`src/sv/omvci_pkg.sv`:
```
// Shared types, constants and Student-t critical value tables for the
// running mean and confidence interval core. No dependencies.
package omvci_pkg;

	localparam int TableLenDefault = 100;
	localparam int CountWidthDefault = 32;
	localparam int RomLen = 100;
	localparam int RomIdxW = 7;
	localparam logic [63:0] TScale = 64'd100000;
	localparam logic [63:0] TScaleHalf = 64'd50000;
	localparam int ScaleDivW = 17;

	// Confidence level codes.
	typedef enum logic [1:0] {
		CL_95   = 2'd0,
		CL_99   = 2'd1,
		CL_999  = 2'd2,
		CL_9999 = 2'd3
	} conf_level_t;

	typedef struct packed {
		logic signed [31:0] sample;
		logic               first;
	} sample_in_t;

	typedef struct packed {
		logic signed [31:0] mean;
		logic [31:0]        abs_error;
		logic [31:0]        sample_count;
		logic               error_invalid;
	} result_t;

	// Critical values times 100000; entry 0 is never used.
	localparam logic [31:0] T95 [RomLen] = '{ 32'hFFFFFFFF,
		1270620, 430265, 318245, 277645, 257058, 244691, 236462, 230600, 226216, 222814,
		220099, 217881, 216037, 214479, 213145, 211991, 210982, 210092, 209302, 208596,
		207961, 207387, 206866, 206390, 205954, 205553, 205183, 204841, 204523, 204227,
		203951, 203693, 203452, 203224, 203011, 202809, 202619, 202439, 202269, 202108,
		201954, 201808, 201669, 201537, 201410, 201290, 201174, 201063, 200958, 200856,
		200758, 200665, 200575, 200488, 200404, 200324, 200247, 200172, 200100, 200030,
		199962, 199897, 199834, 199773, 199714, 199656, 199601, 199547, 199495, 199444,
		199394, 199346, 199300, 199254, 199210, 199167, 199125, 199085, 199045, 199006,
		198969, 198932, 198896, 198861, 198827, 198793, 198761, 198729, 198698, 198667,
		198638, 198609, 198580, 198552, 198525, 198498, 198472, 198447, 198422 };

	localparam logic [31:0] T99 [RomLen] = '{ 32'hFFFFFFFF,
		6365674, 992484, 584091, 460409, 403214, 370743, 349948, 335539, 324984, 316927,
		310581, 305454, 301228, 297684, 294671, 292078, 289823, 287844, 286093, 284534,
		283136, 281876, 280734, 279694, 278744, 277871, 277068, 276326, 275639, 275000,
		274404, 273848, 273328, 272839, 272381, 271948, 271541, 271156, 270791, 270446,
		270118, 269807, 269510, 269228, 268959, 268701, 268456, 268220, 267995, 267779,
		267572, 267373, 267182, 266998, 266822, 266651, 266487, 266329, 266176, 266028,
		265886, 265748, 265615, 265485, 265360, 265239, 265122, 265008, 264898, 264790,
		264686, 264585, 264487, 264391, 264298, 264208, 264120, 264034, 263950, 263869,
		263790, 263712, 263637, 263563, 263491, 263421, 263353, 263286, 263220, 263157,
		263094, 263033, 262973, 262915, 262858, 262802, 262747, 262693, 262641 };

	localparam logic [31:0] T999 [RomLen] = '{ 32'hFFFFFFFF,
		63661925, 3159905, 1292398, 861030, 686883, 595882, 540788, 504131, 478091, 458689,
		443698, 431779, 422083, 414045, 407277, 401500, 396513, 392165, 388341, 384952,
		381928, 379213, 376763, 374540, 372514, 370661, 368959, 367391, 365941, 364596,
		363346, 362180, 361091, 360072, 359115, 358215, 357367, 356568, 355812, 355097,
		354418, 353775, 353163, 352580, 352025, 351496, 350990, 350507, 350044, 349601,
		349177, 348769, 348378, 348002, 347640, 347292, 346956, 346633, 346321, 346020,
		345729, 345448, 345177, 344914, 344660, 344414, 344175, 343944, 343719, 343501,
		343290, 343085, 342885, 342692, 342503, 342320, 342141, 341968, 341799, 341634,
		341473, 341317, 341164, 341015, 340870, 340728, 340590, 340455, 340323, 340194,
		340067, 339944, 339824, 339706, 339590, 339477, 339367, 339259, 339153 };

	localparam logic [31:0] T9999 [RomLen] = '{ 32'hFFFFFFFF,
		636619767, 9999250, 2800013, 1554410, 1117771, 908235, 788458, 712000, 659368,
		621105, 592119, 569447, 551252, 536341, 523909, 513389, 504376, 496571, 489746,
		483730, 478388, 473612, 469319, 465438, 461914, 458698, 455754, 453047, 450551,
		448242, 446099, 444105, 442246, 440508, 438880, 437351, 435913, 434558, 433279,
		432070, 430925, 429839, 428809, 427829, 426896, 426006, 425158, 424347, 423573,
		422831, 422121, 421439, 420786, 420158, 419554, 418974, 418415, 417876, 417357,
		416857, 416373, 415906, 415455, 415019, 414597, 414188, 413793, 413409, 413038,
		412677, 412327, 411987, 411657, 411337, 411025, 410722, 410428, 410141, 409861,
		409589, 409325, 409066, 408815, 408569, 408330, 408096, 407868, 407645, 407428,
		407216, 407008, 406805, 406607, 406413, 406223, 406038, 405856, 405678, 405504 };

	// Table lookup; indexes past the stored entries read the last one.
	function automatic logic [31:0] t_value(input conf_level_t lvl,
		input logic [RomIdxW-1:0] idx);
		logic [RomIdxW-1:0] i;
		logic [31:0] v;
		i = (idx > RomIdxW'(RomLen - 1)) ? RomIdxW'(RomLen - 1) : idx;
		case (lvl)
			CL_95:   v = T95[i];
			CL_99:   v = T99[i];
			CL_999:  v = T999[i];
			CL_9999: v = T9999[i];
			default: v = T95[i];
		endcase
		return v;
	endfunction

endpackage

```
`src/sv/omvci_front.sv`:
```
// Front end: accepts input samples into a two-entry queue for the back end.
// Depends on omvci_pkg.
module omvci_front
	import omvci_pkg::*;
(
	input  logic       clk,
	input  logic       arst_n,
	input  logic       in_valid,
	output logic       in_stall,
	input  sample_in_t in_data,
	output logic       q_valid,
	output sample_in_t q_data,
	input  logic       q_pop
);

	sample_in_t mem_q [2];
	logic       wptr_q;
	logic       rptr_q;
	logic [1:0] fill_q;
	logic       push;
	logic       pop;

	assign in_stall = (fill_q == 2'd2);
	assign push     = in_valid && !in_stall;
	assign pop      = q_pop && (fill_q != 2'd0);
	assign q_valid  = (fill_q != 2'd0);
	assign q_data   = mem_q[rptr_q];

	// Queue storage.
	always_ff @(posedge clk) begin
		if (push) begin
			mem_q[wptr_q] <= in_data;
		end
	end

	// Pointers and fill level.
	always_ff @(posedge clk or negedge arst_n) begin
		if (!arst_n) begin
			wptr_q <= 1'b0;
			rptr_q <= 1'b0;
			fill_q <= 2'd0;
		end else begin
			if (push) begin
				wptr_q <= ~wptr_q;
			end
			if (pop) begin
				rptr_q <= ~rptr_q;
			end
			fill_q <= fill_q + 2'(push) - 2'(pop);
		end
	end

	a_no_overfill: assert property (@(posedge clk) disable iff (!arst_n)
		fill_q != 2'd3) else $error("queue fill level out of range");
	a_ptr_match: assert property (@(posedge clk) disable iff (!arst_n)
		(fill_q == 2'd0 || fill_q == 2'd2) |-> (wptr_q == rptr_q))
		else $error("queue pointers disagree with fill level");
	a_pop_nonempty: assert property (@(posedge clk) disable iff (!arst_n)
		(fill_q == 2'd0) |=> (fill_q != 2'd2))
		else $error("queue jumped from empty to full");

endmodule

```
`config.mk`:
```
export PLATFORM = sky130hd
export DESIGN_NAME = omvci_front
export DESIGN_NICKNAME = d
export VERILOG_FILES = /design/src/sv/omvci_pkg.sv /design/src/sv/omvci_front.sv
export SDC_FILE = /design/constraint.sdc
export NUM_CORES = 1
export LEC_CHECK = 0
export ABC_AREA = 1
export BUFFER_PORTS_ARGS = -buffer_cell sky130_fd_sc_hd__buf_2
export CORE_UTILIZATION = 51
export CTS_BUF_LIST = sky130_fd_sc_hd__clkbuf_16
export CTS_CLUSTER_SIZE = 8
export DETAILED_ROUTE_END_ITERATION = 16
export PLACE_DENSITY = 0.89
export SYNTH_ARGS = -nofsm -noshare
export SYNTH_HDL_FRONTEND = slang
export SYNTH_SLANG_ARGS = --single-unit
```
`constraint.sdc`:
```
create_clock -name clk -period 3.4 [get_ports clk]
set_input_delay 0.17 -clock clk [delete_from_list [all_inputs] [get_ports clk]]
set_output_delay 0.17 -clock clk [all_outputs]
set_load 0.005 [all_outputs]
```
* After elaboration in Yosys (flattened, before gate mapping)
Memories as Yosys holds them, arrays and structs flattened.
Index checks and enable logic that the tools add are counted.
** Cells by class
- Add/sub/neg operators :: 2
- Equal/unequal tests :: 1
- Mux-type cells :: 2
- Bitwise logic cells :: 2
- Reductions and logical operators :: 4
** Operators with widths (number)
- $add A2 B1 Y2 :: 1
- $eq A2 B2 Y1 const B :: 1
- $logic_and A1 B1 Y1 :: 2
- $mux W1 :: 2
- $not A1 Y1 :: 2
- $reduce_bool A2 Y1 :: 1
- $sub A2 B1 Y2 :: 1
- $logic_not A1 Y1 :: 1
** Word-level totals
- Flip-flop bits (word level) :: 4
- Memory bits (writable) :: 66
- Input bits :: 37
- Output and inout port bits :: 35
- Memories kept :: 1
** Memory list
- mem_q :: depth 2, bits a word 33, read ports 1, clocked after Yosys merged registers in 0, wr ports 1, RTL line omvci_front.sv:16 : sample_in_t mem_q [2];

* Logic depth before layout (Yosys ltp)
Gate-level depths: netlist of run 1.
- Word-level depth :: 5
- Gate-level depth with buffers :: 10

* Worst setup path after synthesis of run 1
No wires, ideal clock.
- Kind :: flip-flop to flip-flop
- Start :: register fill_q[1]
- End :: memory mem_q[1][0] (netlist name) (enable)
- Arrival time :: 1.953 ns
- Data required time :: 2.977 ns
- Setup slack :: 1.024 ns
- Stages on the path, launching flop included :: 4
- Path buffers :: 0
- Clock period less this slack :: 2.376 ns
- Cells stage by stage :: dfrtp_1 nand2_1 nand2_1 nor2_1
** Between the ends
- Longest elaborated chain between the ends :: 5
** RTL lines
- start, declared :: RTL line omvci_front.sv:19 : logic [1:0] fill_q;
- start signal, assigned :: RTL line omvci_front.sv:49 : fill_q <= fill_q + 2'(push) - 2'(pop);
- $eq A2 B2 Y1 :: RTL line omvci_front.sv:23 : assign in_stall = (fill_q == 2'd2);
- $logic_not A1 Y1 :: RTL line omvci_front.sv:24 : assign push = in_valid && !in_stall;
- $logic_and A1 B1 Y1 :: RTL line omvci_front.sv:24
- $mux W1 :: RTL line omvci_front.sv:31 : if (push) begin
- $mux W1 (not written as such) :: RTL line omvci_front.sv:32 : mem_q[wptr_q] <= in_data;
- end, declared :: RTL line omvci_front.sv:16
Every way passes these cells.

==> results of run 1 <==
-- cell families after synthesis --
family / synth area share, %
fa+ha+maj: 0.930
buf+inv: 4.46
flops: 77.4
simple gates: 17.2
-- worst max path at each step --
| stage | to | slack, ps | cells past startpoint | from |
|---|---|---|---|---|
| after CTS | q_data[13] | 1440 | 4 | rptr_q$_DFFE_PN0P_ |
| after global placement | mem_q[1][29]$_DFFE_PP_ | 1710 | 3 | fill_q[1]$_DFF_PN0_ |
| after floorplan | mem_q[1][0]$_DFFE_PP_ | 1020 | 3 | fill_q[1]$_DFF_PN0_ |
| after global routing | q_data[7] | 1350 | 4 | rptr_q$_DFFE_PN0P_ |
| after detailed placement | mem_q[1][12]$_DFFE_PP_ | 1600 | 4 | fill_q[0]$_DFF_PN0_ |
| final | q_data[13] | 1470 | 4 | rptr_q$_DFFE_PN0P_ |
-- power groups by stage --
stage,clock [mW],combinational [mW],sequential (mW)
CTS,0.957,0.816,1.28
global route,0.985,0.911,1.29
detailed placement,0,0.812,1.30
global placement,0,0.775,1.28
floorplan,0,0.560,1.24
finish,0.939,0.796,1.28
-- layer usage --
metal | global-route usage (%) | vias up
li1 | - | 837
met3 | 5.89 | 4
met4 | 6.92 | 0
met5 | 0 | -
met1 | 20.6 | 792
met2 | 30.9 | 43
-- metrics by stage --
stage          std cells  utilization, %  instance area (µm²)
3_5_place_dp         341            60.3                 3080
6_report             358            66.5                 3400
2_1_floorplan        205               -                 2690
4_1_cts              358            66.5                 3400
3_3_place_gp         341            60.3                 3080
5_1_grt              358            66.5                 3400
-- cells in the final DEF, fill, tap and decap left out, drive strengths merged, types with 2 or more instances in the layout --
cell type,count
nand3,3
clkbuf,9
bufinv,2
nand2,112
edfxtp,66
inv,12
clkinv,3
buf,73
ha,2
dfrtp,4
-- flip-flops by register name, summed over array words and instances (netlist names) --
signal and cells:
rptr_q 1, fill_q 2, wptr_q 1, mem_q 66
-- area by class of cell --
cell class / instances / area [µm²]
clock buffers: 9 / 225
clock inverters: 7 / 81.3
fillers: 369 / 1710
inverters: 10 / 45.0
multi-input cells: 118 / 497
flip-flops and latches: 70 / 2080
well taps: 70 / 87.6
repair buffers: 74 / 380
-- worst max-delay path, delay by kind of cell, from the launching register on --
kind | cells | cell delay (ps)
buffers and inverters | 2 | 430
DFF | 1 | 850
and+or+nand+nor | 2 | 140
==> flow_results.xml, run 1 <==
<?xml version="1.0" encoding="UTF-8"?>
<metrics>
  <group name="sta">
    <metric name="post-route-worst-setup-slack" unit="ps">1470</metric>
    <metric name="max_slew.worst_pin.slew" unit="ps">925</metric>
    <metric name="clock.fmax" unit="GHz">0.518</metric>
    <metric name="final_skew" unit="ps">3.20</metric>
    <metric name="final.hold.worst_slack" unit="ps">38.2</metric>
    <metric name="min_period" unit="ps">1930</metric>
    <metric name="fin_tns_setup" unit="ps">0</metric>
    <metric name="hold_viol_final" unit="">0</metric>
    <metric name="setup_viol_count_final" unit="">0</metric>
    <metric name="maxSlewViolCount" unit="">0</metric>
    <metric name="timing.max_slew.rel_slack" unit="%">38.2</metric>
    <metric name="rsz0062_at_grt" unit="">no</metric>
    <metric name="ratio_of_final_minimum_period_to_clock_period" unit="%">56.7</metric>
  </group>
  <group name="pwr">
    <metric name="design_power_total" unit="mW">3.01</metric>
    <metric name="internal" unit="mW">2.11</metric>
    <metric name="clockPowerShare" unit="%">31.2</metric>
    <metric name="p_per_area" unit="nW/µm²">886</metric>
    <metric name="netSwitchingPower" unit="µW">897</metric>
    <metric name="power.share.combinational" unit="%">26.4</metric>
    <metric name="p_sw_share" unit="%">29.8</metric>
    <metric name="p_leak" unit="nW">1.53</metric>
    <metric name="seq_pwr_share" unit="%">42.4</metric>
    <metric name="vdd_ir_drop_max" unit="µV">639</metric>
  </group>
  <group name="global_route">
    <metric name="first_pass_grt_wire_length" unit="mm">6.94</metric>
    <metric name="global_route.overflow_total" unit="">0</metric>
    <metric name="grt_max_degree" unit="">35</metric>
    <metric name="first_global_vias" unit="">1575</metric>
    <metric name="global_route.usage.total" unit="%">17.8</metric>
    <metric name="initial_antenna_violation_count" unit="">0</metric>
  </group>
  <group name="synthesis">
    <metric name="yosys.cell_types.count" unit="">12</metric>
    <metric name="number_of_enable_type_register_cells_in_the_synthesized_netlist" unit="">66</metric>
    <metric name="yosys-top-cells-area" unit="">sky130_fd_sc_hd__edfxtp_1 (74%), sky130_fd_sc_hd__nand2_1 (14%), sky130_fd_sc_hd__dfrtp_1 (3.7%)</metric>
    <metric name="yosys-top-cells-count" unit="">sky130_fd_sc_hd__nand2_1 (102), sky130_fd_sc_hd__edfxtp_1 (66), sky130_fd_sc_hd__nand2_2 (10)</metric>
    <metric name="ys.flop_type" unit="">sky130_fd_sc_hd__edfxtp_1</metric>
    <metric name="synth.cell_area" unit="µm²">2690</metric>
    <metric name="ys_warnings" unit="">0</metric>
    <metric name="post-synth-top-count-cell" unit="">sky130_fd_sc_hd__nand2_1</metric>
    <metric name="post-synth-top-area-cell" unit="">sky130_fd_sc_hd__edfxtp_1</metric>
    <metric name="synthCells" unit="">205</metric>
    <metric name="synth.ff_latch_count" unit="">70</metric>
    <metric name="synth_top_area_share" unit="%">73.6</metric>
    <metric name="sequential_area_share_after_synthesis" unit="%">77.4</metric>
    <metric name="synth_nets" unit="">244</metric>
    <metric name="async_reset_ff_share" unit="%">5.71</metric>
    <metric name="syn-mean-instance-area" unit="µm²">13.1</metric>
  </group>
  <group name="die">
    <metric name="fp.coreArea" unit="µm²">5110</metric>
    <metric name="pin_count" unit="">72</metric>
    <metric name="die_height" unit="µm">74.6</metric>
    <metric name="dieArea" unit="µm²">5570</metric>
    <metric name="initial_core_util" unit="%">52.7</metric>
    <metric name="placementRows" unit="">26</metric>
    <metric name="die_w" unit="µm">74.6</metric>
  </group>
  <group name="layout">
    <metric name="syn2layout_area_growth" unit="%">26.3</metric>
    <metric name="antenna-diode-count" unit="">0</metric>
    <metric name="drive_gt1_share" unit="%">34.0</metric>
    <metric name="nets" unit="">322</metric>
  </group>
  <group name="drt">
    <metric name="top_layer" unit="">met4</metric>
    <metric name="detail_route.vias_per_cell" unit="">4.68</metric>
    <metric name="wl_met3" unit="µm">182</metric>
    <metric name="drt_wl_total" unit="mm">4.65</metric>
    <metric name="wl_met2" unit="mm">2.62</metric>
    <metric name="routed_wire_length_per_instance" unit="µm">13.0</metric>
    <metric name="post-route-drc-count" unit="">0</metric>
    <metric name="dr.first_iter.drc_count" unit="">80</metric>
    <metric name="postRouteAntennaNets" unit="">0</metric>
    <metric name="num_vias" unit="">1676</metric>
    <metric name="wirelength_met1" unit="mm">1.82</metric>
    <metric name="drt_pre_antenna_iters" unit="">4</metric>
  </group>
  <group name="worst_setup_path">
    <metric name="worst_path_most_repeated_cell" unit="">sky130_fd_sc_hd__nand2_1</metric>
    <metric name="r2r_setup_slack" unit="ps">1640</metric>
    <metric name="critical_path.reg2reg.endpoint" unit="">mem_q[1][29]$_DFFE_PP_</metric>
    <metric name="critical_path_arrival" unit="ps">1760</metric>
    <metric name="cpPeakStageDelay" unit="ps">850</metric>
    <metric name="startpoint_type" unit="">flop</metric>
    <metric name="class_of_the_most_critical_setup_path" unit="">reg -&gt; out</metric>
    <metric name="slowest_cell_on_the_critical_path" unit="">sky130_fd_sc_hd__dfrtp_1</metric>
    <metric name="worst_r2r_path_depth" unit="">3</metric>
    <metric name="required_arrival_time_at_the_worst_endpoint" unit="ps">3230</metric>
    <metric name="timing.rr.start" unit="">fill_q[1]$_DFF_PN0_</metric>
    <metric name="critPathCaptureType" unit="">output pin</metric>
    <metric name="timing.critical_path.cells" unit="">buf_4 &gt; nand2_1 &gt; nand2_1 &gt; buf_2</metric>
    <metric name="worstPathMaxFanout" unit="">22</metric>
  </group>
  <group name="clocking">
    <metric name="clk_pin_slew_worst_paths" unit="ps">50</metric>
    <metric name="cts_buffers" unit="">9</metric>
    <metric name="cts-root-to-sink-buffers" unit="">2</metric>
    <metric name="post_cts.resized_instances" unit="">0</metric>
    <metric name="ctsHtreeMaxLevel" unit="">3</metric>
    <metric name="worst_skew_pair.late_latency" unit="ps">320</metric>
    <metric name="cts_tree" unit="">done</metric>
    <metric name="clock_tree.root_cell" unit="">sky130_fd_sc_hd__clkbuf_16</metric>
    <metric name="post_cts_buffers" unit="">0</metric>
    <metric name="numClockSinks" unit="">70</metric>
    <metric name="cts-hold-fix-buffers" unit="">1</metric>
  </group>
  <group name="hold_path">
    <metric name="hold-path-cell-count" unit="">1</metric>
    <metric name="holdPathEnd" unit="">mem_q[0][17]$_DFFE_PP_</metric>
    <metric name="worstHoldStart" unit="">in_data[17]</metric>
    <metric name="hold_class" unit="">in -&gt; reg</metric>
  </group>
  <group name="status">
    <metric name="run_status" unit="">finished, final reports clean</metric>
  </group>
  <group name="placement">
    <metric name="finalWeightedCongestion" unit="">0.622</metric>
    <metric name="port_buffers" unit="">71</metric>
    <metric name="hpwl" unit="mm">3.17</metric>
    <metric name="detailedPlace.worstSlack" unit="ps">1600</metric>
  </group>
  <group name="flow_run">
    <metric name="max_cap_viol_count" unit="">0</metric>
  </group>
</metrics>
Note: power is estimated with default switching activity, not from simulation.
==> inputs of run 2 (changes only) <==
Settings changed: CORE_UTILIZATION 51 to 46, PLACE_DENSITY 0.89 to 0.85.
Clock period 3.4 ns to 1.7 ns, I/O delays scaled along.
==> flow_results.xml, run 2 (synthesis results as in run 1) <==
<?xml version="1.0" encoding="UTF-8"?>
<metrics>
  <group name="layout">
    <metric name="leading_cell_type_in_the_layout_fill_and_taps_excluded" unit="">sky130_fd_sc_hd__nand2_1</metric>
    <metric name="num-fill-cells" unit="">388</metric>
    <metric name="most_frequent_cells_in_the_layout" unit="">sky130_fd_sc_hd__nand2_1 (102), sky130_fd_sc_hd__buf_2 (71), sky130_fd_sc_hd__edfxtp_1 (66)</metric>
    <metric name="antenna-diode-count" unit="">0</metric>
    <metric name="syn2layout_area_growth" unit="%">41.2</metric>
    <metric name="drive_gt1_share" unit="%">31.7</metric>
    <metric name="stdcell_count" unit="">397</metric>
    <metric name="largest_register_ffs" unit="">66</metric>
    <metric name="largest_registers" unit="">mem_q (66), fill_q (2)</metric>
    <metric name="top_register" unit="">mem_q</metric>
    <metric name="nets" unit="">359</metric>
  </group>
  <group name="hold_path">
    <metric name="hold-path-cell-count" unit="">3</metric>
    <metric name="worstHoldStart" unit="">q_pop</metric>
    <metric name="hold_class" unit="">in -&gt; reg</metric>
    <metric name="holdPathEnd" unit="">rptr_q$_DFFE_PN0P_</metric>
  </group>
  <group name="global_route">
    <metric name="global_route.usage.total" unit="%">19.1</metric>
    <metric name="grt_max_degree" unit="">35</metric>
    <metric name="first_global_vias" unit="">1962</metric>
    <metric name="global_route.overflow_total" unit="">0</metric>
    <metric name="first_pass_grt_wire_length" unit="mm">8.45</metric>
    <metric name="initial_antenna_violation_count" unit="">0</metric>
  </group>
  <group name="placement">
    <metric name="hpwl" unit="mm">3.52</metric>
    <metric name="finalWeightedCongestion" unit="">0.622</metric>
    <metric name="place_inst" unit="">347</metric>
    <metric name="port_buffers" unit="">71</metric>
  </group>
  <group name="clocking">
    <metric name="worst_skew_pair.late_latency" unit="ps">320</metric>
    <metric name="ctsHtreeMaxLevel" unit="">3</metric>
    <metric name="cts_tree" unit="">done</metric>
    <metric name="post_cts_buffers" unit="">0</metric>
    <metric name="cts-root-to-sink-buffers" unit="">2</metric>
    <metric name="clock_tree.root_cell" unit="">sky130_fd_sc_hd__clkbuf_16</metric>
    <metric name="numClockSinks" unit="">70</metric>
    <metric name="clk_pin_slew_worst_paths" unit="ps">50</metric>
    <metric name="cts_buffers" unit="">9</metric>
  </group>
  <group name="drt">
    <metric name="dr.first_iter.drc_count" unit="">107</metric>
    <metric name="post-route-drc-count" unit="">0</metric>
    <metric name="drt_pre_antenna_iters" unit="">4</metric>
    <metric name="routed_wire_length_per_instance" unit="µm">13.9</metric>
    <metric name="num_vias" unit="">1884</metric>
    <metric name="drt_wl_total" unit="mm">5.54</metric>
    <metric name="postRouteAntennaNets" unit="">0</metric>
    <metric name="detail_route.vias_per_cell" unit="">4.75</metric>
  </group>
  <group name="die">
    <metric name="dieArea" unit="µm²">6160</metric>
    <metric name="die_w" unit="µm">78.5</metric>
    <metric name="placementRows" unit="">27</metric>
    <metric name="fp.coreArea" unit="µm²">5570</metric>
    <metric name="die_height" unit="µm">78.5</metric>
    <metric name="initial_core_util" unit="%">48.3</metric>
    <metric name="pin_count" unit="">72</metric>
  </group>
  <group name="worst_setup_path">
    <metric name="critPathCaptureType" unit="">output pin</metric>
    <metric name="required_arrival_time_at_the_worst_endpoint" unit="ps">1620</metric>
    <metric name="slowest_cell_on_the_critical_path" unit="">sky130_fd_sc_hd__dfrtp_2</metric>
    <metric name="r2r_setup_slack" unit="ps">220</metric>
    <metric name="worst_r2r_path_depth" unit="">5</metric>
    <metric name="timing.critical_path.cells" unit="">buf_4 &gt; nand2_1 &gt; nand2_1 &gt; buf_2</metric>
    <metric name="critical_path_arrival" unit="ps">1400</metric>
    <metric name="class_of_the_most_critical_setup_path" unit="">reg -&gt; out</metric>
    <metric name="worstPathMaxFanout" unit="">15</metric>
    <metric name="cpPeakStageDelay" unit="ps">540</metric>
    <metric name="timing.rr.start" unit="">fill_q[0]$_DFF_PN0_</metric>
    <metric name="worst_path_most_repeated_cell" unit="">sky130_fd_sc_hd__nand2_1</metric>
    <metric name="startpoint_type" unit="">flop</metric>
    <metric name="critical_path.reg2reg.endpoint" unit="">mem_q[1][28]$_DFFE_PP_</metric>
  </group>
  <group name="sta">
    <metric name="min_period" unit="ps">1480</metric>
    <metric name="hold_viol_final" unit="">0</metric>
    <metric name="maxSlewViolCount" unit="">0</metric>
    <metric name="clock.fmax" unit="GHz">0.674</metric>
    <metric name="fin_tns_setup" unit="ps">0</metric>
    <metric name="setup_viol_count_final" unit="">0</metric>
    <metric name="ratio_of_final_minimum_period_to_clock_period" unit="%">87.2</metric>
    <metric name="timing.max_slew.rel_slack" unit="%">79.1</metric>
    <metric name="rsz0062_at_grt" unit="">no</metric>
    <metric name="final_skew" unit="ps">6.31</metric>
    <metric name="max_slew.worst_pin.slew" unit="ps">313</metric>
  </group>
  <group name="pwr">
    <metric name="p_per_area" unit="nW/µm²">1670</metric>
    <metric name="vdd_ir_drop_max" unit="µV">1190</metric>
    <metric name="p_leak" unit="nW">1.71</metric>
  </group>
  <group name="flow_run">
    <metric name="max_cap_viol_count" unit="">0</metric>
  </group>
  <group name="status">
    <metric name="run_status" unit="">finished, final reports clean</metric>
  </group>
</metrics>
==> run 2: through the flow <==
| stage | power [mW] | setup slack (ps) | utilization (%) | hold WS (ps) | cell area, µm² |
|---|---|---|---|---|---|
| after global placement | 4.21 | 320 | 56.1 | -103 | 3130 |
| final | 6.35 | 217 | 68.2 | 45.1 | 3800 |
| after CTS | 6.39 | 55.2 | 68.1 | 36.5 | 3800 |
| after floorplan | 3.62 | 91.3 | - | -211 | 2700 |
| after global routing | 6.69 | 133 | 68.2 | 62.0 | 3800 |
| after detailed placement | 4.29 | 247 | 56.1 | -104 | 3130 |
==> run 2: worst max-delay path by stage <==
stage	from	to	slack [ps]	cells past startpoint
finish	rptr_q$_DFFE_PN0P_	q_data[22]	220	4
global route	fill_q[0]$_DFF_PN0_	mem_q[1][22]$_DFFE_PP_	130	5
CTS	rptr_q$_DFFE_PN0P_	q_data[31]	60	4
detailed placement	fill_q[1]$_DFF_PN0_	mem_q[1][24]$_DFFE_PP_	250	4
global placement	fill_q[1]$_DFF_PN0_	mem_q[1][27]$_DFFE_PP_	320	4
floorplan	wptr_q$_DFFE_PN0N_	mem_q[0][0]$_DFFE_PP_	90	3
==> run 2: cell type report <==
type / count / area [µm²] / share of cell area [%]
Clock buffer: 9 / 225 / 5.93
Clock inverter: 7 / 106 / 2.80
Multi-Input combinational cell: 118 / 497 / 13.1
Tap cell: 72 / 90.1 / 2.37
Sequential cell: 70 / 2080 / 54.8
Timing Repair Buffer: 111 / 753 / 19.8
Inverter: 10 / 45.0 / 1.19
==> run 2: metal layers <==
layer | part of all wire (%) | GRT usage (%) | wire (µm) | vias up
met4 | 2.4 | 10.2 | 131 | 0
met3 | 4.2 | 3.72 | 233 | 13
met2 | 57 | 37.5 | 3170 | 64
li1 | - | - | - | 911
met1 | 36 | 18.5 | 2000 | 896
met5 | 0 | 0 | 0 | -
==> run 2: critical path: cells and delay by family, from the launching register on <==
family / cells / cell delay (ps)
buffers and inverters: 2 / 390
DFF: 1 / 540
and+or+nand+nor: 2 / 150
==> run 2: repair_timing <==
item,CTS,global route
endpoints found under the setup margin,0,10
hold endpoints to repair,70,0
hold buffers,34,0
resized for setup,0,1
==> run 2: power by group <==
part	total, mW	leakage [nW]	switching, mW	internal [mW]
clock	2.02	0.173	0.611	1.41
sequential	2.54	0.661	0.174	2.36
combinational	1.79	0.872	1.08	0.714
total	6.35	1.71	1.86	4.49
==> inputs of run 3 (changes only) <==
Settings changed: CORE_UTILIZATION 46 to 30, PLACE_DENSITY 0.85 to 0.63.
==> flow_results.xml, run 3 (synthesis results as in run 1) <==
<?xml version="1.0" encoding="UTF-8"?>
<metrics>
  <group name="drt">
    <metric name="post-route-drc-count" unit="">0</metric>
    <metric name="detail_route.vias_per_cell" unit="">4.10</metric>
    <metric name="num_vias" unit="">1773</metric>
    <metric name="dr.first_iter.drc_count" unit="">71</metric>
    <metric name="drt_pre_antenna_iters" unit="">5</metric>
    <metric name="postRouteAntennaNets" unit="">0</metric>
    <metric name="routed_wire_length_per_instance" unit="µm">11.1</metric>
    <metric name="drt_wl_total" unit="mm">4.79</metric>
  </group>
  <group name="global_route">
    <metric name="grt_max_degree" unit="">35</metric>
    <metric name="first_global_vias" unit="">1737</metric>
    <metric name="met1_grt_util" unit="%">13.3</metric>
    <metric name="globalRoute.busiestLayer" unit="">met2</metric>
    <metric name="met3_usage" unit="%">3.47</metric>
    <metric name="global_route.usage.total" unit="%">11.2</metric>
    <metric name="global_route.overflow_total" unit="">0</metric>
    <metric name="global_route.usage.met2" unit="%">18.6</metric>
    <metric name="initial_antenna_violation_count" unit="">0</metric>
    <metric name="first_pass_grt_wire_length" unit="mm">7.97</metric>
  </group>
  <group name="sta">
    <metric name="timing.max_slew.rel_slack" unit="%">83.5</metric>
    <metric name="final_skew" unit="ps">4.33</metric>
    <metric name="max_slew.worst_pin.slew" unit="ps">247</metric>
    <metric name="min_period" unit="ps">1440</metric>
    <metric name="clock.fmax" unit="GHz">0.693</metric>
    <metric name="hold_viol_final" unit="">0</metric>
    <metric name="maxSlewViolCount" unit="">0</metric>
    <metric name="rsz0062_at_grt" unit="">no</metric>
    <metric name="ratio_of_final_minimum_period_to_clock_period" unit="%">84.8</metric>
    <metric name="setup_viol_count_final" unit="">0</metric>
    <metric name="fin_tns_setup" unit="ps">0</metric>
  </group>
  <group name="pwr">
    <metric name="netSwitchingPower" unit="mW">1.83</metric>
    <metric name="p_per_area" unit="nW/µm²">1640</metric>
    <metric name="p_leak" unit="nW">1.69</metric>
    <metric name="seq_pwr_share" unit="%">39.3</metric>
    <metric name="clockPowerShare" unit="%">32.6</metric>
    <metric name="power.share.combinational" unit="%">28.1</metric>
    <metric name="internal" unit="mW">4.48</metric>
    <metric name="design_power_total" unit="mW">6.31</metric>
    <metric name="p_sw_share" unit="%">29.0</metric>
    <metric name="vdd_ir_drop_max" unit="µV">717</metric>
  </group>
  <group name="clocking">
    <metric name="cts_tree" unit="">done</metric>
    <metric name="post_cts_buffers" unit="">0</metric>
    <metric name="clk_pin_slew_worst_paths" unit="ps">50</metric>
    <metric name="cts_buffers" unit="">9</metric>
    <metric name="numClockSinks" unit="">70</metric>
    <metric name="worst_skew_pair.late_latency" unit="ps">320</metric>
    <metric name="ctsHtreeMaxLevel" unit="">3</metric>
    <metric name="cts-root-to-sink-buffers" unit="">2</metric>
    <metric name="clock_tree.root_cell" unit="">sky130_fd_sc_hd__clkbuf_16</metric>
  </group>
  <group name="die">
    <metric name="die_w" unit="µm">96.7</metric>
    <metric name="fp.coreArea" unit="µm²">8720</metric>
    <metric name="placementRows" unit="">34</metric>
    <metric name="initial_core_util" unit="%">30.9</metric>
    <metric name="pin_count" unit="">72</metric>
    <metric name="die_height" unit="µm">96.7</metric>
    <metric name="dieArea" unit="µm²">9350</metric>
  </group>
  <group name="worst_setup_path">
    <metric name="critPathCaptureType" unit="">output pin</metric>
    <metric name="endpoint" unit="">q_data[31]</metric>
    <metric name="startpoint_type" unit="">flop</metric>
    <metric name="worst_r2r_path_depth" unit="">10</metric>
    <metric name="class_of_the_most_critical_setup_path" unit="">reg -&gt; out</metric>
    <metric name="critical_path_arrival" unit="ps">1360</metric>
    <metric name="timing.rr.start" unit="">fill_q[1]$_DFF_PN0_</metric>
    <metric name="worst_setup_path_startpoint" unit="">rptr_q$_DFFE_PN0P_</metric>
    <metric name="critical_path.reg2reg.endpoint" unit="">fill_q[1]$_DFF_PN0_</metric>
    <metric name="r2r_setup_slack" unit="ps">300</metric>
    <metric name="required_arrival_time_at_the_worst_endpoint" unit="ps">1620</metric>
    <metric name="worstPathMaxFanout" unit="">18</metric>
  </group>
  <group name="status">
    <metric name="run_status" unit="">finished, final reports clean</metric>
  </group>
  <group name="placement">
    <metric name="hpwl" unit="mm">3.07</metric>
    <metric name="finalWeightedCongestion" unit="">0.657</metric>
    <metric name="port_buffers" unit="">71</metric>
    <metric name="postPlaceCellArea" unit="µm²">3160</metric>
    <metric name="place_inst" unit="">382</metric>
  </group>
  <group name="layout">
    <metric name="antenna-diode-count" unit="">0</metric>
    <metric name="largest_registers" unit="">mem_q (66), fill_q (2)</metric>
    <metric name="most_frequent_cells_in_the_layout" unit="">sky130_fd_sc_hd__nand2_1 (102), sky130_fd_sc_hd__buf_2 (71), sky130_fd_sc_hd__edfxtp_1 (66)</metric>
    <metric name="stdcell_count" unit="">432</metric>
    <metric name="drive_gt1_share" unit="%">31.5</metric>
    <metric name="finish.instance_area" unit="µm²">3840</metric>
    <metric name="largest_register_ffs" unit="">66</metric>
    <metric name="nets" unit="">358</metric>
    <metric name="syn2layout_area_growth" unit="%">42.8</metric>
    <metric name="top_register" unit="">mem_q</metric>
    <metric name="leading_cell_type_in_the_layout_fill_and_taps_excluded" unit="">sky130_fd_sc_hd__nand2_1</metric>
    <metric name="postLayoutCoreUtil" unit="%">44.1</metric>
  </group>
  <group name="flow_run">
    <metric name="max_cap_viol_count" unit="">0</metric>
  </group>
  <group name="hold_path">
    <metric name="hold_class" unit="">in -&gt; reg</metric>
  </group>
</metrics>
run 3: how the worst min path moves through the flow:
stage / start / end / cells after the start
3_3_place_gp: arst_n / fill_q[0]$_DFF_PN0_ / 1
6_report: q_pop / rptr_q$_DFFE_PN0P_ / 3
5_1_grt: q_pop / rptr_q$_DFFE_PN0P_ / 3
4_1_cts: q_pop / rptr_q$_DFFE_PN0P_ / 3
2_1_floorplan: arst_n / fill_q[0]$_DFF_PN0_ / 0
3_5_place_dp: arst_n / fill_q[0]$_DFF_PN0_ / 1
run 3: metrics by stage:
| step | hold WS, ps | worst slack [ps] |
|---|---|---|
| after floorplan | -211 | 91.3 |
| after global placement | -101 | 351 |
| after detailed placement | -100 | 303 |
| after CTS | 43.8 | 215 |
| after global routing | 61.6 | 130 |
| final | 53.3 | 258 |
run 3: final cells by class:
| cell class | instances | area, µm² |
|---|---|---|
| clock buffers | 9 | 225 |
| flip-flops and latches | 70 | 2080 |
| repair buffers | 110 | 746 |
| clock inverters | 7 | 113 |
| well taps | 108 | 135 |
| inverters | 10 | 45.0 |
| fillers | 781 | 4880 |
| multi-input cells | 118 | 497 |
run 3: routing by layer:
layer  up-vias  wire, µm
li1        905         -
met1       812      2040
met2        47      2440
met3         9       229
met4         0        81
met5         -         0
run 3: critical path: stages (launching register included):
cell	delay [ps]
sky130_fd_sc_hd__dfrtp_1	470
sky130_fd_sc_hd__buf_4	280
sky130_fd_sc_hd__nand2_1	80
sky130_fd_sc_hd__nand2_1	90
sky130_fd_sc_hd__buf_2	120
run 3: power groups by stage:
stage	registers [mW]	logic [mW]	clock network, mW
floorplan	2.48	1.14	0
global placement	2.50	1.74	0
detailed placement	2.52	1.77	0
CTS	2.48	1.84	2.11
global route	2.51	2.04	2.20
finish	2.48	1.77	2.06
run 3: what timing repair did:
item | CTS | global route
resized for setup | 0 | 0
hold endpoints to repair | 70 | 0
hold buffers | 34 | 0
endpoints found under the setup margin | 0 | 0
